`src/rtl/gsa_pkg.sv`:
```
package gsa_pkg;

  // Pool geometry
  localparam int SLOTS  = 64;
  localparam int IDX_W  = $clog2(SLOTS);
  localparam int CNT_W  = $clog2(SLOTS + 1);
  localparam int SALT_W = 16;
  localparam int FUNC_W = 2;

  // Stream payload widths, padded to whole bytes
  localparam int DATA_W = ((IDX_W + SALT_W + 7) / 8) * 8;

  // Operation codes carried in the request tuser
  typedef enum logic [FUNC_W-1:0] {
    FUNC_ALLOC  = 2'd0,
    FUNC_FREE   = 2'd1,
    FUNC_LOOKUP = 2'd2
  } func_t;

  // Controller to datapath
  typedef struct packed {
    logic load;   // request taken, generation read issued
    logic exec;   // read data ready, update state and result
  } gsa_cmd_t;

  // Datapath to controller
  typedef struct packed {
    logic out_free;  // result register empty or draining this cycle
  } gsa_status_t;

endpackage

```
`src/rtl/generational_slot_allocator.sv`:
```
// Channel  | dir | tdata (low bit up)                 | tuser
// ---------+-----+------------------------------------+----------------------
// s_*      | in  | handle_index, handle_salt, zero pad | func (0 alloc, 1 free, 2 lookup)
// m_*      | out | result_index, result_salt, zero pad | ok
//
// At most one request in flight: the accept cycle reads the generation memory,
// the next cycle updates slot state and loads the result register.
// A request is taken only while the result register is empty or draining.
// rst is synchronous; live bits and counters clear at once, generations
// read as zero until a slot is first freed.
module generational_slot_allocator (
  input  logic                         clk,
  input  logic                         rst,
  input  logic                         s_tvalid,
  output logic                         s_tready,
  input  logic [gsa_pkg::DATA_W-1:0]   s_tdata,  // handle_index, handle_salt, pad
  input  logic [gsa_pkg::FUNC_W-1:0]   s_tuser,  // func
  output logic                         m_tvalid,
  input  logic                         m_tready,
  output logic [gsa_pkg::DATA_W-1:0]   m_tdata,  // result_index, result_salt, pad
  output logic [0:0]                   m_tuser   // ok
);
  import gsa_pkg::*;

  gsa_cmd_t    cmd;
  gsa_status_t status;

  gsa_ctrl u_ctrl (
    .clk      (clk),
    .rst      (rst),
    .s_tvalid (s_tvalid),
    .s_tready (s_tready),
    .status   (status),
    .cmd      (cmd)
  );

  gsa_datapath u_datapath (
    .clk      (clk),
    .rst      (rst),
    .cmd      (cmd),
    .status   (status),
    .s_tdata  (s_tdata),
    .s_tuser  (s_tuser),
    .m_tvalid (m_tvalid),
    .m_tready (m_tready),
    .m_tdata  (m_tdata),
    .m_tuser  (m_tuser)
  );

  // No new request while a result is stuck
  assert property (@(posedge clk) disable iff (rst)
    (m_tvalid && !m_tready) |-> !s_tready)
    else $error("request taken while result stalled");

  // A taken request gets a valid result once its execute state loads the result register
  assert property (@(posedge clk) disable iff (rst)
    (s_tvalid && s_tready) |-> ##2 m_tvalid)
    else $error("result missing after request");

  // Requests are not taken on consecutive edges
  assert property (@(posedge clk) disable iff (rst)
    (s_tvalid && s_tready) |=> !s_tready)
    else $error("back to back request taken");

endmodule

```
`src/rtl/gsa_ctrl.sv`:
```
module gsa_ctrl (
  input  logic                 clk,
  input  logic                 rst,
  input  logic                 s_tvalid,
  output logic                 s_tready,
  input  gsa_pkg::gsa_status_t status,
  output gsa_pkg::gsa_cmd_t    cmd
);
  import gsa_pkg::*;

  typedef enum logic [1:0] {
    ST_IDLE = 2'b01,
    ST_EXEC = 2'b10
  } state_t;

  state_t state;
  state_t state_next;

  // Take a request only when the result register can hold its answer
  assign s_tready = (state == ST_IDLE) && status.out_free;
  assign cmd.load = s_tvalid && s_tready;
  assign cmd.exec = (state == ST_EXEC);

  // Next state
  always_comb begin
    case (state)
      ST_IDLE: state_next = cmd.load ? ST_EXEC : ST_IDLE;
      ST_EXEC: state_next = ST_IDLE;
      default: state_next = ST_IDLE;
    endcase
  end

  always_ff @(posedge clk) begin
    if (rst) begin
      state <= ST_IDLE;
    end else begin
      state <= state_next;
    end
  end

endmodule

```
`src/rtl/gsa_datapath.sv`:
```
module gsa_datapath (
  input  logic                         clk,
  input  logic                         rst,
  input  gsa_pkg::gsa_cmd_t            cmd,
  output gsa_pkg::gsa_status_t         status,
  input  logic [gsa_pkg::DATA_W-1:0]   s_tdata,
  input  logic [gsa_pkg::FUNC_W-1:0]   s_tuser,
  output logic                         m_tvalid,
  input  logic                         m_tready,
  output logic [gsa_pkg::DATA_W-1:0]   m_tdata,
  output logic [0:0]                   m_tuser
);
  import gsa_pkg::*;

  // Slot state
  logic [SLOTS-1:0]  live;
  logic [SLOTS-1:0]  gen_written;   // generation entry written since reset, else it reads as zero
  logic [SALT_W-1:0] gen_mem [SLOTS];
  logic [CNT_W-1:0]  hwc;
  logic [CNT_W-1:0]  live_total;

  // Request registers
  func_t             req_func;
  logic [IDX_W-1:0]  req_addr;
  logic [SALT_W-1:0] req_salt;
  logic              req_alloc_ok;
  logic              req_use_top;
  logic [SALT_W-1:0] rd_q;
  logic              rd_written_q;

  // Result register
  logic              out_ok;
  logic [IDX_W-1:0]  out_idx;
  logic [SALT_W-1:0] out_salt;

  // Incoming fields
  logic [IDX_W-1:0]  in_idx;
  logic [SALT_W-1:0] in_salt;
  func_t             in_func;

  assign in_idx  = s_tdata[IDX_W-1:0];
  assign in_salt = s_tdata[IDX_W+SALT_W-1:IDX_W];
  assign in_func = func_t'(s_tuser);

  // Lowest dead slot
  function automatic logic [IDX_W-1:0] first_dead(input logic [SLOTS-1:0] lv);
    logic [IDX_W-1:0] pos;
    pos = '0;
    for (int i = SLOTS - 1; i >= 0; i--) begin
      if (!lv[i]) pos = IDX_W'(i);
    end
    return pos;
  endfunction

  // Allocation choice from current state
  logic [IDX_W-1:0] hole;
  logic             hole_found;
  logic             use_top;
  logic             alloc_ok;
  logic [IDX_W-1:0] alloc_addr;

  always_comb begin
    hole       = first_dead(live);
    hole_found = !(&live) && ({1'b0, hole} < hwc);
    use_top    = (live_total >= hwc);
    if (use_top) begin
      alloc_ok   = (hwc < CNT_W'(SLOTS));
      alloc_addr = hwc[IDX_W-1:0];
    end else begin
      alloc_ok   = hole_found;
      alloc_addr = hole;
    end
  end

  // Capture request and read generation memory
  always_ff @(posedge clk) begin
    if (cmd.load) begin
      req_func     <= in_func;
      req_salt     <= in_salt;
      req_alloc_ok <= alloc_ok;
      req_use_top  <= use_top;
      if (in_func == FUNC_ALLOC) begin
        req_addr     <= alloc_addr;
        rd_q         <= gen_mem[alloc_addr];
        rd_written_q <= gen_written[alloc_addr];
      end else begin
        req_addr     <= in_idx;
        rd_q         <= gen_mem[in_idx];
        rd_written_q <= gen_written[in_idx];
      end
    end
  end

  // Execute stage decisions
  logic [SALT_W-1:0] rd_gen;
  logic              in_range;
  logic              free_ok;
  logic              lookup_ok;
  logic              is_top;

  always_comb begin
    rd_gen    = rd_written_q ? rd_q : '0;
    in_range  = ({1'b0, req_addr} < hwc);
    free_ok   = in_range && live[req_addr];
    lookup_ok = in_range && (rd_gen == req_salt);
    is_top    = (({1'b0, req_addr} + CNT_W'(1)) == hwc);
  end

  // Generation write on a successful free
  always_ff @(posedge clk) begin
    if (cmd.exec && (req_func == FUNC_FREE) && free_ok) begin
      gen_mem[req_addr] <= rd_gen + SALT_W'(1);
    end
  end

  // Control state of the pool
  always_ff @(posedge clk) begin
    if (rst) begin
      live        <= '0;
      gen_written <= '0;
      hwc         <= '0;
      live_total  <= '0;
    end else if (cmd.exec) begin
      case (req_func)
        FUNC_ALLOC: begin
          if (req_alloc_ok) begin
            live[req_addr] <= 1'b1;
            live_total     <= live_total + CNT_W'(1);
            if (req_use_top) hwc <= hwc + CNT_W'(1);
          end
        end
        FUNC_FREE: begin
          if (free_ok) begin
            live[req_addr]        <= 1'b0;
            gen_written[req_addr] <= 1'b1;
            if (is_top) hwc <= hwc - CNT_W'(1);
            if (live_total != '0) live_total <= live_total - CNT_W'(1);
          end
        end
        default: begin
        end
      endcase
    end
  end

  // Result register
  always_ff @(posedge clk) begin
    if (rst) begin
      m_tvalid <= 1'b0;
    end else if (cmd.exec) begin
      m_tvalid <= 1'b1;
    end else if (m_tready) begin
      m_tvalid <= 1'b0;
    end
  end

  always_ff @(posedge clk) begin
    if (cmd.exec) begin
      out_ok   <= 1'b0;
      out_idx  <= '0;
      out_salt <= '0;
      case (req_func)
        FUNC_ALLOC: begin
          if (req_alloc_ok) begin
            out_ok   <= 1'b1;
            out_idx  <= req_addr;
            out_salt <= rd_gen;
          end
        end
        FUNC_FREE: begin
          out_ok <= free_ok;
        end
        FUNC_LOOKUP: begin
          if (lookup_ok) begin
            out_ok   <= 1'b1;
            out_idx  <= req_addr;
            out_salt <= rd_gen;
          end
        end
        default: begin
        end
      endcase
    end
  end

  assign m_tuser         = out_ok;
  assign m_tdata         = {{(DATA_W - IDX_W - SALT_W){1'b0}}, out_salt, out_idx};
  assign status.out_free = !m_tvalid || m_tready;

endmodule

```
`config.mk`:
```
export PLATFORM = sky130hd
export DESIGN_NAME = generational_slot_allocator
export DESIGN_NICKNAME = d
export VERILOG_FILES = /design/src/rtl/gsa_pkg.sv /design/src/rtl/generational_slot_allocator.sv /design/src/rtl/gsa_ctrl.sv /design/src/rtl/gsa_datapath.sv
export SDC_FILE = /design/constraint.sdc
export NUM_CORES = 2
export LEC_CHECK = 0
export BUFFER_PORTS_ARGS = -buffer_cell sky130_fd_sc_hd__buf_2
export CELL_PAD_IN_SITES_DETAIL_PLACEMENT = 2
export CELL_PAD_IN_SITES_GLOBAL_PLACEMENT = 2
export CORE_UTILIZATION = 50
export CTS_BUF_LIST = sky130_fd_sc_hd__clkbuf_2
export DETAILED_ROUTE_END_ITERATION = 7
export PLACE_DENSITY = 0.83
export SLEW_MARGIN = 10
export SYNTH_ARGS = -nofsm -noshare
export SYNTH_HDL_FRONTEND = slang
export SYNTH_SLANG_ARGS = --single-unit
```
`constraint.sdc`:
```
create_clock -name clk -period 15 [get_ports clk]
set_input_delay 3 -clock clk [delete_from_list [all_inputs] [get_ports clk]]
set_output_delay 3 -clock clk [all_outputs]
set_load 0.05 [all_outputs]
```
Yosys cells after proc, flatten, opt, wreduce, memory -nomap -nowiden
Memory sizes are Yosys's and may differ from the RTL's.
Index checks and enable logic that the tools add are counted.
- bits of input ports: 30
- memories: 1
- output and inout port bits: 27
- bits in writable memories: 1024
- word-level logic and storage cells: 173
- register bits after elaboration: 211
- memories (memory ; words ; bits a word ; rd ports ; clocked after memory_dff ; wr ports ; line ; source):
    u_datapath.gen_mem ; 64 ; 16 ; 2 ; 0 ; 1 ; gsa_datapath.sv:18 ; logic [SALT_W-1:0] gen_mem [SLOTS];
- reduce and logical (&&, ||, !) cells: 22
- magnitude comparators: 8
- bitwise operators: 5
- mux-type cells: 104
- eq/ne operators: 11
- $add $sub $neg: 6
- operators by type and width (kind ; number):
    $mux W6 ; 68
    $mux W64 ; 2
    $or A64 B64 Y64 ; 2
    $pmux W64 S2 ; 1
    $and A64 B64 Y64 ; 1
    $mux W16 ; 4
    $not A64 Y64 ; 1
    $reduce_and A64 Y1 ; 1
    $mux W7 ; 7
    $pmux W16 S2 ; 1
    $pmux W7 S2 ; 2
    $lt A6 B7 Y1 const B ; 3
    $bmux W1 S6 ; 3
    $add A16 B1 Y16 const B ; 1
    $eq A16 B16 Y1 ; 1
    $add A7 B1 Y7 const B ; 2
    $lt A6 B7 Y1 ; 2
    $sub A7 B1 Y7 const B ; 2
    $mux W1 ; 12
    $pmux W6 S2 ; 1
    $logic_and A1 B1 Y1 ; 8
    $ne A2 B1 Y1 const B ; 4
    $add A6 B1 Y7 const B ; 1
    $eq A7 B7 Y1 ; 1
    20 further kinds ; 25

Logic depth before layout (Yosys ltp)
- depth after elaboration: 68
- gate-level depth with buffers: 17
- gate-level depth less buffers: 14

By module
Synthesis repeated with hierarchy kept, for this count alone.
- cells, all modules: 4595
- area total of the unflattened synthesis: 60500.5 µm²
- modules (own cells, without submodules) (module ; times used ; area each (µm²) ; sequential area each (µm²) ; cells each):
    gsa_datapath ; 1 ; 60406.7 ; 35594.1 ; 4586
    gsa_ctrl ; 1 ; 93.8 ; 40.0 ; 9

Worst setup path before layout
OpenSTA, ideal clock, no wires.
- kind: input to output
- start point: input port m_tready
- end point: output port s_tready
- required time: 12000 ps
- arrival time: 4242 ps
- setup slack: 7758 ps
- path buffers: 0
- stages on the path: 2
- cells stage by stage: nor2b_1 > nor3b_1
- cells in the longest elaborated chain, start to end: 2
- ends and longest elaborated chain (what ; line ; source):
    start, declared ; generational_slot_allocator.sv:19 ; input logic m_tready,
    $logic_or A1 B1 Y1 ; gsa_datapath.sv:188 ; assign status.out_free = !m_tvalid || m_tready;
    $logic_and A1 B1 Y1 ; gsa_ctrl.sv:20 ; assign s_tready = (state == ST_IDLE) && status.out_free;
    end, declared ; generational_slot_allocator.sv:15 ; output logic s_tready,
No other way between the ends.

Final worst setup path
Same ends and word-level chain as after synthesis.

==> summary.md <==
| Metric | Value |
|---|---|
| Critical path class | `in -> out` |
| Initial Util | `0.505` |
| Mapped cell area | `a little over 60,000 um2` |
| Via/cell ratio | `approximately 7.3` |
| Cell chain of the critical path | `buf_2, nor2b_1, nor3b_1, buf_2` |
| Io pins | `between 50 and 60` |
| DRC errors left | `0` |
| Slowest stage delay, CP | `between 300 and 400 ps` |
| Setup WS pre-CTS | `about 7000 ps` |
| CP Max Fanout | `2` |
| Area occupied by multi-input gates | `~24,000 um2` |
| Std-Cell Rows | `roughly 130` |
| Cells after Synth | `just under 5k` |
| Most common cell after layout, fill and taps aside | `edfxtp_1` |
| Clock transition at path regs | `80 ps` |
| RR Startpoint | `u_datapath.hwc[4]` |
| Final hold vios | `0` |
| Setup bufs post-CTS | `0` |
| Hold Buf Count CTS | `0` |
| Simple-Gate Fraction of Synth Area | `0.151` |
| DRT Pass-1 Iters | `8` |
| Max cap viols | `0` |
| Crit start category | `input port` |
| Initial antenna violation count | `17` |
| Post-synthesis area per instance | `~12 um2` |
| #FFs+latches synth | `about 1.2k` |
| Largest net degree at the start of global routing | `about 150` |
| F_max | `0.148 GHz` |
| Outcome | `complete, no violations` |
| YS warnings | `0` |
| Syn-to-layout area delta | `7.81%` |
| Pleak | `22.3 nW` |
| Die Area | `123,000 um2` |
| CP endpoint kind | `output port` |
| Min-delay src | `u_datapath.gen_written[58]` |
| Routed length per instance | `roughly 40 um` |
| Register area | `35,600 um2` |
| TritonCTS clock tree | `yes` |
| CP Data Arrival Time | `3750 ps` |
| Pins Over Slew Limit | `0` |
| 1st-iter DRT viols | `around 6.6k` |
| Post-synthesis mux area share | `0.153` |
| Data required time at the worst endpoint | `12,000 ps` |
| Sequential-to-total area share from yosys stat | `0.587` |
| WP buf/inv | `2` |
| Setup_tns | `0 ps` |
| Placed Area | `62,600 um2` |
| PnR worst setup slack | `8250 ps` |
| Nets@finish | `5,054` |
| Overflow after GRT | `0` |
| Top Family by Delay on Critical Path | `buffers and inverters` |
| First-pass GRT wire length | `383,000 um` |
| RSZ-0062 raised after global routing | `false` |
| GP Congestion | `approximately 0.88` |
| Tmin final | `roughly 6800 ps` |
| Cell taking the most area after synthesis | `edfxtp_1` |
| Final setup viols | `0` |
| Slew @ Worst Pin | `1350 ps` |
| Pwr/cell area | `103 nW/um2` |
| CTS buffer count | `339` |
| Post-synth EDFFs | `1,090` |
| Final ANT Viol Nets | `0` |
| CORE AREA | `120,000 um2` |
| Vias | `50.1k` |
| Slew HR | `0.0996` |
| Slowest CP cell | `buf_2` |
| Fraction of registers with async set/reset | `0` |
| Skew final | `161 ps` |
| Adder-cell share of the synthesized area | `0.00685` |
| Peak supply drop | `0.0862 mV` |
| Max Root-Sink Buffers | `4` |
| Most common cell on crit path | `buf_2` |
| Routed WL | `roughly 270,000 um` |
| Post-synth top area share | `0.540` |
| Fin util | `0.544` |
| Yosys cell types | `91` |
| Layout cells sized above 1 | `0.226` |
| IO buf count | `52` |
| Post-CTS sizing | `0` |
| All-Layer GR Usage | `0.440` |
| Vias in the first global route | `52.9k` |
| CTS sink cnt | `1,235` |
| Post-synthesis compound-gate area fraction | `0.0662` |
| H-tree depth | `5` |
| CTS root buf | `clkbuf_2` |
| Largest family of logic cells by synthesized area | `multiplexers` |
| Final period util | `0.450` |
| Worst skew pair latency | `1900 ps` |
| Die Span Y | `around 350 um` |
| Hold Path Class | `reg -> reg` |
| Xor and xnor fraction of the mapped netlist area | `0.00520` |
| Predominant post-synthesis flop cell | `edfxtp_1` |
| Area contributors post-synth | `edfxtp_1 (54%), mux4_2 (14%), nand2_1 (6.7%)` |
| Fillers | `11.3k` |
| Most frequent cells in the layout | `edfxtp_1 (1,090), nand2_1 (1,085), nand3_1 (509)` |
| Die X | `350 um` |
| Critical Path Start | `m_tready` |
| Final Cell Area | `~65,000 um2` |
| Final HPWL DP | `154,000 um` |
==> report_power, final <==
group,total (W),switching [W],internal [W]
logic,0.000510,0.000350,0.000160
clock network,0.00246,0.00159,0.000870
registers,0.00379,0.0000206,0.00377
total,0.00676,0.00196,0.00480
==> layer usage <==
metal  up-vias  global-route usage  share of wire
met2      4113               0.688           0.46
met1     25800               0.534           0.34
met4        16               0.303          0.077
met5         -                   0        0.00046
met3      1245               0.118           0.12
li1      18900                   -              -
==> Yosys cell counts (all sizes together), types with 37 or more instances <==
cell       n
mux2i     68
nand4     41
a21oi    263
o21ai    146
clkbuf   160
a311oi    40
inv       37
nand2   1090
nand3    510
mux4     377
buf      207
a31oi     44
and3      66
nor2     222
edfxtp  1090
dfxtp    145
==> flip-flops by register name, indices dropped and copies added, names as in the netlist, 2 cells and up, named ones only <==
register,count
u_ctrl.state,2
u_datapath.req_salt,16
u_datapath.gen_written,64
u_datapath.hwc,7
u_datapath.req_func,2
u_datapath.live_total,7
u_datapath.rd_q,16
u_datapath.gen_mem,1024
u_datapath.out_salt,16
u_datapath.out_idx,6
u_datapath.req_addr,6
==> path summary, 6_finish.rpt <==
kind,depth (start not counted),end,slack (ps)
min,2,u_datapath.gen_written[58],500
max reg2reg,15,u_datapath.rd_q[8],8460
min reg2reg,2,u_datapath.gen_written[58],500
max,4,s_tready,8250
==> cell type report <==
class                           instances  area share
Antenna cell                           11    0.000421
Clock buffer                          471      0.0360
Clock inverter                         87     0.00608
Inverter                               38     0.00218
Multi-Input combinational cell       3226       0.363
Sequential cell                      1235       0.545
Tap cell                             1612      0.0308
Timing Repair Buffer                  152      0.0167
==> worst register-to-register path: stages, from the launching register on <==
cell	delay, ps
dfxtp_1	530
inv_1	220
ha_1	340
a21oi_1	180
o21ai_0	180
a21oi_2	660
inv_1	320
a21oi_1	430
and2_4	800
buf_4	680
buf_4	890
a21oi_1	110
o21ai_0	310
nand3_1	130
nand4_1	380
nand3_1	170
==> kinds of logic (layout without fill, tap and decap cells) <==
| logic type | Yosys count | after routing |
|---|---|---|
| AND/OR/NAND/NOR | 2052 | 2052 |
| flip-flops | 1235 | 1235 |
| AO/OA/AOI/OAI | 650 | 650 |
| multiplexers | 454 | 454 |
| buffers and inverters | 405 | 748 |
| XOR/XNOR | 36 | 36 |
| adder cells (fa/ha/maj) | 32 | 32 |
| other | 1 | 13 |
==> stage by stage <==
stage	total power (W)	hold WS [ps]	instances
finish	0.00676	498	6832
global route	0.00690	545	6829
floorplan	0.00416	448	4866
global placement	0.00431	462	6263
CTS	0.00674	506	6821
detailed placement	0.00434	482	6263
Power figures use the tool's default switching activity.
